**config.mk**
```make
export PLATFORM = sky130hd
export DESIGN_NAME = otsu_front
export DESIGN_NICKNAME = d
export VERILOG_FILES = /design/src/rtl/otsu_threshold_select_core_defines.svh /design/src/rtl/otsu_front.sv
export SDC_FILE = /design/constraint.sdc
export NUM_CORES = 1
export LEC_CHECK = 0
export BUFFER_PORTS_ARGS = -buffer_cell sky130_fd_sc_hd__buf_2
export CORE_MARGIN = 3
export CORE_UTILIZATION = 45
export DETAILED_ROUTE_END_ITERATION = 16
export PLACE_DENSITY = 0.64
export SLEW_MARGIN = 25
export SYNTH_ARGS = -nofsm -noshare
export SYNTH_HDL_FRONTEND = slang
export SYNTH_SLANG_ARGS = --single-unit
```
**constraint.sdc**
```tcl
create_clock -name clk -period 10.1 [get_ports clk]
set_input_delay 1.515 -clock clk [delete_from_list [all_inputs] [get_ports clk]]
set_output_delay 1.515 -clock clk [all_outputs]
set_load 0.005 [all_outputs]
```
**src/rtl/otsu_threshold_select_core_defines.svh**
```systemverilog
// Assertion macros shared by the threshold select RTL.
// Depends on nothing; included by files that carry concurrent checks.
`ifndef OTSU_THRESHOLD_SELECT_CORE_DEFINES_SVH
`define OTSU_THRESHOLD_SELECT_CORE_DEFINES_SVH
`ifndef SYNTHESIS
`define OTSU_ASSERT_SAME(label, clk, rst_n, ante, cons) \
	label: assert property (@(posedge clk) disable iff (!rst_n) (ante) |-> (cons)) \
		else $error("otsu check failed");
`define OTSU_ASSERT_NEXT(label, clk, rst_n, ante, cons) \
	label: assert property (@(posedge clk) disable iff (!rst_n) (ante) |=> (cons)) \
		else $error("otsu check failed");
`else
`define OTSU_ASSERT_SAME(label, clk, rst_n, ante, cons)
`define OTSU_ASSERT_NEXT(label, clk, rst_n, ante, cons)
`endif
`endif

```
**src/rtl/otsu_front.sv**
```systemverilog
// Load side: takes bins, writes the bin memory, sums count and weighted count.
// Depends on nothing; hands a finished histogram to the job queue.
`timescale 1ns / 1ps
`default_nettype none
module otsu_front #(
	parameter int BINS       = 256,
	parameter int COUNT_BITS = 24
) (
	input  wire logic                                   clk,
	input  wire logic                                   arst_n,
	input  wire logic                                   accept,
	input  wire logic [COUNT_BITS-1:0]                  bin_count,
	input  wire logic                                   last_bin,
	output logic                                        wr_en,
	output logic                                        wr_bank,
	output logic [$clog2(BINS)-1:0]                     wr_addr,
	output logic [COUNT_BITS-1:0]                       wr_data,
	output logic                                        push,
	output logic                                        job_bank,
	output logic [$clog2(BINS+1)-1:0]                   job_n,
	output logic [COUNT_BITS+$clog2(BINS)-1:0]          job_total,
	output logic [COUNT_BITS+2*$clog2(BINS)-1:0]        job_wsum
);
	localparam int LW = $clog2(BINS);
	localparam int NW = $clog2(BINS + 1);
	localparam int TW = COUNT_BITS + LW;
	localparam int WW = TW + LW;

	logic [NW-1:0] load_q;
	logic [TW-1:0] total_q;
	logic [WW-1:0] wsum_q;
	logic          bank_q;
	logic          in_range;
	logic [TW-1:0] prod;
	logic [TW-1:0] tot_n;
	logic [WW-1:0] ws_n;

	always_comb begin
		in_range = load_q < NW'(BINS);
		prod     = TW'(load_q[LW-1:0]) * TW'(bin_count);
		tot_n    = total_q + (in_range ? TW'(bin_count) : '0);
		ws_n     = wsum_q + (in_range ? WW'(prod) : '0);
	end

	// drop bins past the end, but still let the flag close the histogram
	always_ff @(posedge clk or negedge arst_n) begin
		if (!arst_n) begin
			load_q  <= '0;
			total_q <= '0;
			wsum_q  <= '0;
			bank_q  <= 1'b0;
		end else if (accept) begin
			if (last_bin) begin
				load_q  <= '0;
				total_q <= '0;
				wsum_q  <= '0;
				bank_q  <= ~bank_q;
			end else begin
				load_q  <= load_q + NW'(in_range);
				total_q <= tot_n;
				wsum_q  <= ws_n;
			end
		end
	end

	assign wr_en     = accept & in_range;
	assign wr_bank   = bank_q;
	assign wr_addr   = load_q[LW-1:0];
	assign wr_data   = bin_count;
	assign push      = accept & last_bin;
	assign job_bank  = bank_q;
	assign job_n     = load_q + NW'(in_range);
	assign job_total = tot_n;
	assign job_wsum  = ws_n;
endmodule
`default_nettype wire

```
==> flow_summary.toml <==
[worst_setup_path]
crit_top_cell = "fa_1"
cp-end-kind = "primary output"
worst-path-max-fanout = 10
required_ns = 8.59
worstRegToRegCells = 25
cpPeakStageDelay_ns = 0.57
worstSetupStartpointType = "input port"
crit_arrival_ns = 8.29
crit_type = "in -> out"
worst_path_max_delay_cell = "fa_1"

[logic_synthesis]
synth_cell_types = 64
synth_top_cells_by_count = "inv_1 (159), and2_1 (149), fa_1 (134)"
synth_top_family_by_area = "adder cells"
synth_edf_count = 0
synth.area.top_cells = "fa_1 (21%), dfrtp_1 (16%), ha_1 (11%), and2_1 (7.2%), inv_1 (4.6%)"
avgSynthCellArea_sq_um = 8.622
syn_nets = 1771
synthDominantCellAreaShare = 0.2076
synth.cell_area_sq_um = 12920
synthAdderAreaFrac = 0.3140
synth_warnings = 0
async_flop_share = 1.000
syn_inst = 1499
ys_ff_latch = 82
seq_area_frac_synth = 0.1588
ys.flop_type = "dfrtp_1"
synth_compound_area_frac = 0.1796
synth.most_common_cell = "inv_1"
synth-simple-area-share = 0.1991
synth_xor_area_frac = 0.06438
yosys-mux-area-fraction = 0.0007744
synth_top_area_cell = "fa_1"

[power_and_ir_drop]
vdd_ir_drop_max_mv = 0.08513
p_sw_mw = 0.9736
sequentialPowerShare = 0.229
powerDensity_nw_per_um2 = 149.5
p_int_mw = 1.156
total_leakage_power_nw = 7.555
p_comb_frac = 0.611
switching_share = 0.4572
pwr-share-clk = 0.160

[status]
status = "finished clean"

[routing]
wirelength_um = 35450
ant_nets = 0
met3_wirelength_um = 1446
maxUsedRoutingLayer = "met4"
routed-via-count = 11019
wl_met2_um = 17050
firstDrtPassIters = 5
avgViaCountPerCell = 5.582
routedWlPerCell_um = 17.96
drt-met1-wl_um = 16170
drc_errors = 0
first_iter_violations = 627

[sta]
layout_setup_ws_ns = 0.2942
fin_crit_ns = 9.806
hold_violations = 0
slew_viol_final = 0
tightest_slew_ns = 0.7488
finalSetupViolations = 0
fin_crit_sh = 0.9709
max_freq_mhz = 102.0
relSlewSlack = 0.5008
tns_ns = 0
fin_skew_ns = 0.01512

[clock_tree]
clockBufferDepth = 2
hold_buffers = 0
clk_pin_slew_ns = 0.08
cts.sinks = 82
ctsRootBufferMaster = "clkbuf_16"
clk_latency_ns = 0.36
numCtsBuffers = 9
cts_tree = "yes"
h-tree-depth = 3

[global_routing]
grt_pass1_vias = 11165
grt_max_degree = 58
gr-usage-all-layers = 0.2317
grt-ovfl-total = 0
antenna_found_initial = 0
grt_pass1_wl_um = 57660

[cells_and_area]
syn_to_final_growth_pct = 10.21
finish.utilization = 0.5086
final_nets = 1863
drive_gt1_frac = 0.1360
finish.instance_area_sq_um = 14240
antenna_cells = 0

[placement]
port_buffers = 144
dp_hpwl_um = 27430
post_dp_cell_area_sq_um = 13850
gp_congestion = 0.9146
dp_slack_ns = 0.02362

[floorplanning]
die_w_um = 175.5
ioPinCount = 145
die_h_um = 175.5
core_sq_um = 28010
start_util = 0.4614
dieArea_sq_um = 30790
num_rows = 61

[worst_hold_path]
whs_path_depth = 1
hold_class = "reg -> reg"

[flow_run]
max_cap_viol_count = 0
-- repair_timing --
action / 4_1_cts / 5_1_grt
pin swaps: 0 / 8
setup buffers: 0 / 5
gates resized for setup: 1 / 16
setup endpoints to repair: 1 / 10
-- placed cells by master, fill, tap and decap left out, types with 9 or more instances in the layout --
master / instances
nor2_1: 70
and2_1: 149
nand3_1: 25
a22o_1: 55
a21o_1: 45
nor3_1: 13
a21oi_1: 73
fa_1: 134
nor2b_1: 36
buf_2: 142
and3_1: 18
o21ai_0: 53
dfrtp_1: 81
a31oi_1: 12
nand2_1: 111
xnor2_1: 63
nand4_1: 19
xor2_1: 32
nand2b_1: 11
ha_1: 109
o21bai_1: 19
clkbuf_16: 9
buf_4: 32
o21a_1: 9
inv_1: 159
-- cells by family (layout without fill, tap and decap cells) --
family / Yosys count / count (layout)
multiplexers: 1 / 1
flip-flops: 82 / 82
AO/OA/AOI/OAI: 336 / 336
adder cells (fa/ha/maj): 244 / 244
XOR/XNOR: 95 / 95
AND/OR/NAND/NOR: 487 / 487
buffers and inverters: 254 / 351
-- per-stage QoR --
| stage | instances | hold WS (ns) | total power, mW |
|---|---|---|---|
| floorplan | 1499 | 0.4727 | 1.353 |
| global placement | 1953 | 0.4757 | 1.782 |
| detailed placement | 1953 | 0.4766 | 1.791 |
| CTS | 1969 | 0.5007 | 2.148 |
| global route | 1974 | 0.5353 | 2.320 |
| finish | 1974 | 0.4947 | 2.129 |
-- metal layers --
layer | vias up | global-route usage
li1 | 5232 | -
met1 | 5446 | 0.3123
met2 | 293 | 0.3950
met3 | 48 | 0.02702
met4 | 0 | 0.06664
met5 | - | 0
-- sequential cells by signal, summed over array words and instances (netlist names) --
name      count
load_q        9
job_bank      1
wsum_q       40
total_q      32
-- worst paths after layout --
check                                           to                  start  slack, ns
max                                   job_wsum[39]           bin_count[2]       0.29
min                           job_bank$_DFFE_PN0P_   job_bank$_DFFE_PN0P_       0.49
max reg2reg                 wsum_q[35]$_DFFE_PN0P_  load_q[2]$_DFFE_PN0P_       2.40
min reg2reg                   job_bank$_DFFE_PN0P_   job_bank$_DFFE_PN0P_       0.49
max in group asynchronous  total_q[18]$_DFFE_PN0P_                 arst_n       7.93
min in group asynchronous    wsum_q[8]$_DFFE_PN0P_                 arst_n       1.17
-- layout make-up --
cell class | instances | area [sq um]
clock buffer | 10 | 239.0
clock inverter | 6 | 48.80
fill | 2704 | 13770
inverter | 160 | 600.6
multi-input combinational | 1163 | 9872
sequential | 82 | 2053
tap | 378 | 473.0
timing repair buffer | 175 | 958.4
-- power groups by stage --
stage / Sequential, mW / Combinational, mW / Clock (mW)
3_5_place_dp: 0.492 / 1.30 / 0
2_1_floorplan: 0.463 / 0.889 / 0
4_1_cts: 0.487 / 1.31 / 0.352
3_3_place_gp: 0.491 / 1.29 / 0
5_1_grt: 0.500 / 1.46 / 0.363
6_report: 0.487 / 1.30 / 0.341
-- worst max-delay path, delay by kind of cell --
family	cells	cell delay (ns)
adder cells (fa/ha/maj)	6	2.72
buffers and inverters	5	0.46
AND/OR/NAND/NOR	4	0.40
AO/OA/AOI/OAI	13	2.84
XOR/XNOR	2	0.33
Note: power is estimated with default switching activity, not from simulation.
