File: src/rtl/otsu_threshold_select_core_defines.svh
// Assertion macros shared by the threshold select RTL.
// Depends on nothing; included by files that carry concurrent checks.
`ifndef OTSU_THRESHOLD_SELECT_CORE_DEFINES_SVH
`define OTSU_THRESHOLD_SELECT_CORE_DEFINES_SVH
`ifndef SYNTHESIS
`define OTSU_ASSERT_SAME(label, clk, rst_n, ante, cons) \
	label: assert property (@(posedge clk) disable iff (!rst_n) (ante) |-> (cons)) \
		else $error("otsu check failed");
`define OTSU_ASSERT_NEXT(label, clk, rst_n, ante, cons) \
	label: assert property (@(posedge clk) disable iff (!rst_n) (ante) |=> (cons)) \
		else $error("otsu check failed");
`else
`define OTSU_ASSERT_SAME(label, clk, rst_n, ante, cons)
`define OTSU_ASSERT_NEXT(label, clk, rst_n, ante, cons)
`endif
`endif

File: src/rtl/otsu_jobq.sv
// Two-entry job queue between the load side and the scan side.
// Depends on nothing.
`timescale 1ns / 1ps
`default_nettype none
module otsu_jobq #(
	parameter int W = 8
) (
	input  wire logic         clk,
	input  wire logic         arst_n,
	input  wire logic         push,
	input  wire logic [W-1:0] din,
	input  wire logic         pop,
	output logic              empty,
	output logic [W-1:0]      dout
);
	logic [W-1:0] ent_q [2];
	logic         wr_q;
	logic         rd_q;
	logic [1:0]   cnt_q;

	always_ff @(posedge clk or negedge arst_n) begin
		if (!arst_n) begin
			wr_q  <= 1'b0;
			rd_q  <= 1'b0;
			cnt_q <= '0;
		end else begin
			if (push)
				wr_q <= ~wr_q;
			if (pop)
				rd_q <= ~rd_q;
			cnt_q <= cnt_q + 2'(push) - 2'(pop);
		end
	end

	always_ff @(posedge clk) begin
		if (push)
			ent_q[wr_q] <= din;
	end

	assign empty = cnt_q == 2'd0;
	assign dout  = ent_q[rd_q];
endmodule
`default_nettype wire

File: config.mk
export PLATFORM = sky130hd
export DESIGN_NAME = otsu_jobq
export DESIGN_NICKNAME = d
export VERILOG_FILES = /design/src/rtl/otsu_threshold_select_core_defines.svh /design/src/rtl/otsu_jobq.sv
export SDC_FILE = /design/constraint.sdc
export NUM_CORES = 1
export LEC_CHECK = 0
export BUFFER_PORTS_ARGS = -buffer_cell sky130_fd_sc_hd__buf_2
export CORE_MARGIN = 2
export CORE_UTILIZATION = 44
export DETAILED_ROUTE_END_ITERATION = 16
export HOLD_SLACK_MARGIN = 0.03
export PLACE_DENSITY = 0.8
export SETUP_SLACK_MARGIN = 0.1
export SYNTH_ARGS = -nofsm -noshare
export SYNTH_HDL_FRONTEND = slang
export SYNTH_SLANG_ARGS = --single-unit
File: constraint.sdc
create_clock -name clk -period 1.05 [get_ports clk]
set_input_delay 0.0525 -clock clk [delete_from_list [all_inputs] [get_ports clk]]
set_output_delay 0.0525 -clock clk [all_outputs]
set_load 0.005 [all_outputs]
==> impl_metrics.yaml, run 1 <==
outcome:
  status: "complete, but fails checks"
  violations: "setup timing"
synthesis:
  synthMuxAreaShare: 0.150
  synth_seq_area_share: 0.724
  yosys.area_share.xor_xnor: 0.0515
  synthSimpleGateAreaFrac: 0.0203
  ys_ff_latch: 20
  ys_types: 11
  yosysWarnings: 0
  synth_compound_gate_area_share: 0
  synth_top_family_by_area: "multiplexers"
  synth_fa_ha_area_frac: 0.0312
  netlist_instances: 39
  synth_area_um2: 802
  syn-num-nets: 53
  avgSynthCellArea_um2: 20.6
global_routing:
  grt_pass1_vias: 459
  grt_pass1_wl_mm: 1.90
  grt_overflow: 0
  grt_use_total: 0.131
  grt_max_degree: 12
  antenna_found_initial: 0
cells_and_area:
  diodes: 0
  area_delta_synth_final_pct: 47.9
  multi_input_area_um2: 220
  seq_area_um2: 581
  n_fill_cell: 127
  layout-drive-gt1-share: 0.506
  fin_nets: 94
setup_path:
  crit_end: "dout[3]"
  r2r_cells: 5
  crit_start: "rd_q$_DFFE_PN0P_"
  r2r_end: "cnt_q[1]$_DFF_PN0_"
  reg2reg_slack_ns: -0.16
  path_cells: "buf_6 > mux2_4 > buf_6"
  critPathBufInv: 2
  crit_family: "flip-flops"
  cp-start-kind: "register"
  end_kind: "output port"
  crit_fanout: 4
  cp_num_cells: 3
  cp.required_ns: 1.00
  crit_slowest_cell: "dfrtp_1"
  crit_type: "reg2out"
  worst_path_most_repeated_cell: "buf_6"
  arrival_ns: 1.27
  r2r-start: "cnt_q[0]$_DFF_PN0_"
  critical-path-max-stage-delay_ns: 0.42
sta:
  fin_crit_ns: 1.32
  finalHoldViolations: 0
  worst_slack_ns: -0.270
  fmax_mhz: 758
  timing.slew.headroom: 0.827
  finalSetupViolations: 11
  fin_tns_setup_ns: -2.29
  slew_violations: 0
  rsz0062_at_grt: "yes"
  tightest_slew_ns: 0.258
  period_share: 1.26
  fin_worst_skew_ns: 0.00381
pwr:
  peakVddDrop_mv: 1.60
  power_leakage_nw: 0.519
  p_per_area_nw_per_um2: 2330
clock_tree:
  cts_buffers: 3
  cts_buffer_depth: 2
  clock_latency_ns: 0.28
  htree_num_levels: 1
  clock_sinks: 20
  clk_pin_slew_ns: 0.11
  root_buffer: "clkbuf_4"
  cts_tree: "built"
hold_path:
  holdPathStages: 2
  min_path_type: "in2reg"
  hold_path_startpoint: "push"
placement:
  place_congestion: 0.586
  dpl.hpwl_um: 808
  io_buffers: 20
  pre_cts_slack_ns: -0.141
floorplan:
  pin_count: 21
  die_w_um: 46.7
  die_area_um2: 2180
  core.rowCount: 15
  start_util: 0.464
  dieHeight_um: 46.7
  core-area_um2: 1730
drt:
  vias: 445
  drt-pass1-iter-count: 1
  wl_per_cell_um: 11.7
  ant_nets: 0
  routed_wl_mm: 1.22
  drc_errors: 0
  via_per_inst: 4.28
  drt_iter0_markers: 0
flow_run:
  cap_violations: 0
## how the worst min path moves through the flow
stage / slack (ns) / end
after floorplan: -0.24 / cnt_q[0]$_DFF_PN0_
after global placement: -0.14 / wr_q$_DFFE_PN0P_
after detailed placement: -0.14 / rd_q$_DFFE_PN0P_
after CTS: 0.03 / cnt_q[0]$_DFF_PN0_
after global routing: 0.04 / cnt_q[0]$_DFF_PN0_
final: 0.03 / cnt_q[0]$_DFF_PN0_
## stage by stage
step | power [mW] | utilization | instance area, µm² | std cells | hold slack, ns
floorplan | 1.76 | - | 811 | 39 | -0.243
global placement | 1.99 | 0.548 | 946 | 85 | -0.138
detailed placement | 2.03 | 0.548 | 946 | 85 | -0.139
CTS | 2.56 | 0.651 | 1120 | 102 | 0.0318
global route | 2.93 | 0.687 | 1190 | 104 | 0.0359
finish | 2.77 | 0.687 | 1190 | 104 | 0.0326
## final cells by class
cell class	instances	area share
Sequential cell	20	0.489
Multi-Input combinational cell	16	0.186
Inverter	2	0.00633
Clock inverter	1	0.00316
Clock buffer	3	0.0190
Tap cell	25	0.0264
Timing Repair Buffer	37	0.270
## metal layers
layer	global-route usage	share of wire	up-vias	routed length, µm
met1	0.143	0.36	211	440
met3	0.0275	0.034	2	41
met2	0.253	0.60	10	735
met4	0.0333	0.0033	0	4
li1	-	-	222	-
met5	0	0	-	0
## sequential cells by signal (all words and copies together), names as in the netlist
signal and count:
ent_q 16, cnt_q 2, wr_q 1, rd_q 1
## cells in the final DEF, fill, tap and decap left out
master         count
dfrtp_1            4
and2_4             1
buf_2             12
mux2_4             8
ha_1               2
xor2_1             2
xor3_1             1
edfxtp_1          16
nor2_4             1
nor2b_4            1
buf_4              2
clkinv_1           1
clkbuf_4           3
inv_1              2
dlygate4sd3_1     11
buf_6             12
## cell families after synthesis
family | after synthesis
DFF | 20
muxes | 8
xor gates and xnor gates | 3
buffers and inverters | 3
and+or+nand+nor | 3
adders and majority gates | 2
## cells in the mapped netlist (all sizes together)
cell type,number,area share
mux2,8,0.15
buf,1,0.014
nor2,1,0.0047
inv,2,0.0094
edfxtp,16,0.60
ha,2,0.031
xor3,1,0.030
xor2,2,0.022
nor2b,1,0.0078
and2,1,0.0078
dfrtp,4,0.12
## where the power goes
part	internal, mW	switching [mW]
Sequential	1.08	0.109
Clock	0.138	0.209
Combinational	0.831	0.401
## timing repair
action,CTS,global route
hold buffers,11,0
resized for setup,6,9
setup buffers,2,2
setup endpoints to repair,27,28
endpoints found under the hold margin,22,0
pin swaps,0,2
(Power assumes the default switching activity.)
==> inputs of run 2 (changes only) <==
Settings changed: CORE_MARGIN 2 to 1.5, CTS_CLUSTER_SIZE set to 10.
==> run 2 against run 1 <==
Net effect: the flow still finishes with violations (setup timing); routed wire length up 5.9%; count of clock-buffer cells in the layout unchanged; utilization down 1.4 points; critical path depth unchanged; hold slack better by 0.0046 ns; sequential power about the same; maximum frequency down 1.6%; sequential cell count unchanged; via count up 0.67%; register-to-register slack better by 0.03 ns; clock skew down 0.0031 ns; largest cell class unchanged.
==> impl_metrics.yaml, run 2 (synthesis results as in run 1) <==
floorplan:
  core-area_um2: 1730
  dieHeight_um: 45.7
  core.rowCount: 15
  die_w_um: 45.7
  pin_count: 21
  die_area_um2: 2090
  start_util: 0.464
sta:
  fin_tns_setup_ns: -2.34
  finalHoldViolations: 0
  fin_worst_skew_ns: 0.000720
  slew_violations: 0
  finalSetupViolations: 10
  worst_slack_ns: -0.291
  fmax_mhz: 746
  period_share: 1.28
  timing.slew.headroom: 0.834
  tightest_slew_ns: 0.249
  rsz0062_at_grt: "yes"
  fin_crit_ns: 1.34
placement:
  place_congestion: 0.556
  io_buffers: 20
  dpl.hpwl_um: 769
  placed_area_um2: 931
  pre_cts_slack_ns: -0.125
  placedCellCount: 83
setup_path:
  end_kind: "output port"
  crit_slowest_cell: "dfrtp_2"
  r2r_cells: 5
  cp.required_ns: 1.00
  crit_family: "flip-flops"
  worst_path_most_repeated_cell: "buf_6"
  reg2reg_slack_ns: -0.13
  path_cells: "buf_6 > mux2_4 > buf_6"
  arrival_ns: 1.29
  crit_type: "reg2out"
  cp-start-kind: "register"
  crit_fanout: 5
  r2r-start: "cnt_q[0]$_DFF_PN0_"
  r2r_end: "cnt_q[1]$_DFF_PN0_"
  critical-path-max-stage-delay_ns: 0.44
  critPathBufInv: 2
cells_and_area:
  largestRegisters: "ent_q: 16 flops, cnt_q: 2 flops"
  final_area_um2: 1160
  fin_nets: 92
  layout_common_cells: "edfxtp_1, buf_2, dlygate4sd3_1, buf_6, mux2_4"
  layout-drive-gt1-share: 0.494
  fin_cells: 102
  top_register: "ent_q"
  diodes: 0
  area_delta_synth_final_pct: 44.8
  largest_register_ffs: 16
  layout_commonest_cell: "edfxtp_1"
drt:
  via_per_inst: 4.39
  vias: 448
  wl_per_cell_um: 12.7
  drt_iter0_markers: 9
  drt-pass1-iter-count: 4
  routed_wl_mm: 1.29
  ant_nets: 0
  drc_errors: 0
pwr:
  p_total_mw: 2.68
  p_per_area_nw_per_um2: 2310
  power_leakage_nw: 0.506
  peakVddDrop_mv: 1.33
global_routing:
  grt_max_degree: 12
  grt_pass1_vias: 428
  grt_use_total: 0.138
  grt_overflow: 0
  grt_pass1_wl_mm: 1.92
  antenna_found_initial: 0
outcome:
  violations: "setup timing"
  status: "complete, but fails checks"
clock_tree:
  clock_latency_ns: 0.28
  cts_buffer_depth: 2
  clock_sinks: 20
  cts_tree: "built"
  cts_buffers: 3
  root_buffer: "clkbuf_4"
  clk_pin_slew_ns: 0.10
  htree_num_levels: 1
hold_path:
  hold_path_startpoint: "push"
  min_path_type: "in2reg"
  holdPathStages: 2
  whs_endpoint: "cnt_q[0]$_DFF_PN0_"
flow_run:
  cap_violations: 0
run 2: worst max path at each step:
stage	cells past startpoint	end	slack, ns	startpoint
global route	3	dout[7]	-0.31	rd_q$_DFFE_PN0P_
CTS	3	dout[6]	-0.27	rd_q$_DFFE_PN0P_
finish	3	dout[7]	-0.29	rd_q$_DFFE_PN0P_
detailed placement	2	dout[6]	-0.13	rd_q$_DFFE_PN0P_
global placement	5	cnt_q[1]$_DFF_PN0_	-0.1	cnt_q[0]$_DFF_PN0_
floorplan	5	cnt_q[1]$_DFF_PN0_	-0.07	cnt_q[0]$_DFF_PN0_
run 2: area by class of cell:
class | count | area, µm²
clock buffers | 3 | 22.5
inverters | 2 | 7.51
multi-input cells | 16 | 213
repair buffers | 35 | 302
fillers | 131 | 566
clock inverters | 1 | 3.75
well taps | 25 | 31.3
flip-flops and latches | 20 | 582
run 2: timing repair:
action	CTS	global route
pin swaps	0	1
setup buffers	4	0
hold buffers	11	0
endpoints found under the hold margin	22	0
setup endpoints to repair	28	28
gates resized for setup	7	7
cloned	0	0
run 2: through the flow:
step           hold slack, ns  utilization
5_1_grt                0.0452        0.672
4_1_cts                0.0331        0.649
6_report               0.0372        0.672
2_1_floorplan          -0.243            -
3_5_place_dp           -0.138        0.539
3_3_place_gp           -0.139        0.539
run 2: layer usage:
layer,global-route usage,up-vias,routed length (µm)
li1,-,221,-
met1,0.170,211,517
met2,0.234,14,724
met3,0.0238,2,39
met4,0.0686,0,12
met5,0,-,0
run 2: power breakdown:
part	leakage [nW]	total (mW)	internal [mW]	switching, mW
Clock	0.0154	0.347	0.138	0.209
Sequential	0.196	1.18	1.08	0.0981
Combinational	0.295	1.15	0.762	0.387
Total	0.506	2.68	1.98	0.694
==> inputs of run 3 (changes only) <==
Clock period 1.05 ns to 1.2 ns, I/O delays scaled along.
==> run 3 against run 2 <==
Net effect: the run still ends with setup timing left; largest cell class unchanged; non-clock buffer count stayed put; critical path depth stayed put; highest routed layer is now met3; critical path type unchanged; first-iteration DRC count is 78% lower; combinational power is 16% lower; critical endpoint is now dout[6]; register-to-register slack better by 0.15 ns.
==> impl_metrics.yaml, run 3 (synthesis results as in run 1) <==
placement:
  placedCellCount: 84
  pre_cts_slack_ns: 0.0239
  place_congestion: 0.617
  io_buffers: 20
cells_and_area:
  diodes: 0
  layout_common_cells: "edfxtp_1, buf_2, dlygate4sd3_1"
  top_register: "ent_q"
  final_util: 0.667
  fin_cells: 102
  area_delta_synth_final_pct: 43.5
  n_fill_cell: 135
  largestRegisters: "ent_q: 16 flops, cnt_q: 2 flops"
  layout-drive-gt1-share: 0.494
  fin_nets: 92
  largest_register_ffs: 16
  layout_commonest_cell: "edfxtp_1"
sta:
  hold_slack_ns: 0.0935
  finalHoldViolations: 0
  period_share: 1.11
  fmax_mhz: 753
  worst_slack_ns: -0.128
  slew_violations: 0
  rsz0062_at_grt: "yes"
  fin_worst_skew_ns: 0.00468
  finalSetupViolations: 8
  timing.slew.headroom: 0.865
  fin_crit_ns: 1.33
  tightest_slew_ns: 0.203
floorplan:
  dieHeight_um: 45.7
  pin_count: 21
  core.rowCount: 15
  start_util: 0.464
  die_area_um2: 2090
  die_w_um: 45.7
  core-area_um2: 1730
drt:
  wl_per_cell_um: 12.5
  drt-pass1-iter-count: 2
  via_per_inst: 4.28
  ant_nets: 0
  routed_wl_mm: 1.28
  drt_iter0_markers: 2
  vias: 437
  drc_errors: 0
clock_tree:
  clock_sinks: 20
  root_buffer: "clkbuf_4"
  htree_num_levels: 1
  cts_buffers: 3
  cts_buffer_depth: 2
  clk_pin_slew_ns: 0.10
  clock_latency_ns: 0.29
  cts_tree: "built"
global_routing:
  grt_overflow: 0
  grt_use_total: 0.141
  antenna_found_initial: 0
  grt_max_degree: 12
  grt_pass1_wl_mm: 1.96
  grt_pass1_vias: 452
outcome:
  status: "complete, but fails checks"
  violations: "setup timing"
setup_path:
  crit_type: "reg2out"
  critical-path-max-stage-delay_ns: 0.43
  end_kind: "output port"
  r2r-start: "cnt_q[0]$_DFF_PN0_"
  path_cells: "buf_6 > mux2_4 > buf_6"
  arrival_ns: 1.27
  crit_fanout: 5
  cp-start-kind: "register"
  worst_path_most_repeated_cell: "buf_6"
  cp.required_ns: 1.14
  crit_start: "rd_q$_DFFE_PN0P_"
  r2r_cells: 5
  crit_slowest_cell: "dfrtp_2"
pwr:
  p_total_mw: 2.30
  peakVddDrop_mv: 1.26
  power_leakage_nw: 0.499
  p_per_area_nw_per_um2: 2000
flow_run:
  cap_violations: 0
hold_path:
  min_path_type: "in2async"
==> run 3: changes by cell type in the layout (fill, tap and decap cells not counted), sizes merged <==
cell / before / now
clkbuf: 3 / 4
clkinv: 1 / 0
==> run 3: cell type report <==
cell class                      count  area [µm²]  area share
Clock buffer                        4        26.3      0.0228
Multi-Input combinational cell     16         206       0.179
Timing Repair Buffer               35         298       0.259
Inverter                            2        7.51     0.00652
Tap cell                           25        31.3      0.0272
Sequential cell                    20         582       0.505
==> run 3: path summary, 6_finish.rpt <==
path / to / slack (ns)
setup / recovery: dout[6] / -0.13
hold / removal: cnt_q[0]$_DFF_PN0_ / 0.09
setup reg to reg: cnt_q[1]$_DFF_PN0_ / 0.02
hold reg to reg: wr_q$_DFFE_PN0P_ / 0.51
max in group asynchronous: rd_q$_DFFE_PN0P_ / 0.97
min in group clk: cnt_q[1]$_DFF_PN0_ / 0.25
==> run 3: layer usage <==
metal  GRT usage  up-vias  routed length, µm  share of wire
li1            -      220                  -              -
met1       0.172      207                518           0.41
met2       0.242       10                714           0.56
met3      0.0357        0                 43          0.034
met4      0.0514        0                  0              0
met5           0        -                  0              0
==> run 3: repair_timing <==
| action | CTS | global route |
|---|---|---|
| hold buffers | 11 | 0 |
| setup buffers | 3 | 0 |
| setup endpoints to repair | 17 | 10 |
| endpoints found under the hold margin | 22 | 0 |
| resized for setup | 11 | 2 |
==> run 3: power by group <==
group	total (mW)	switching [mW]	internal, mW
registers	1.02	0.0750	0.947
logic	0.964	0.326	0.638
clock network	0.319	0.190	0.129
==> run 3: critical path, delay by kind of cell (launching register included) <==
kind                   cells  cell delay (ns)
DFF                        1             0.43
muxes                      1             0.30
buffers and inverters      2             0.25
==> run 3: through the flow <==
step           setup TNS, ns  cell area (µm²)
2_1_floorplan              0              805
3_3_place_gp               0              932
3_5_place_dp               0              932
4_1_cts                -1.02             1140
5_1_grt                -1.38             1150
6_report              -0.979             1150
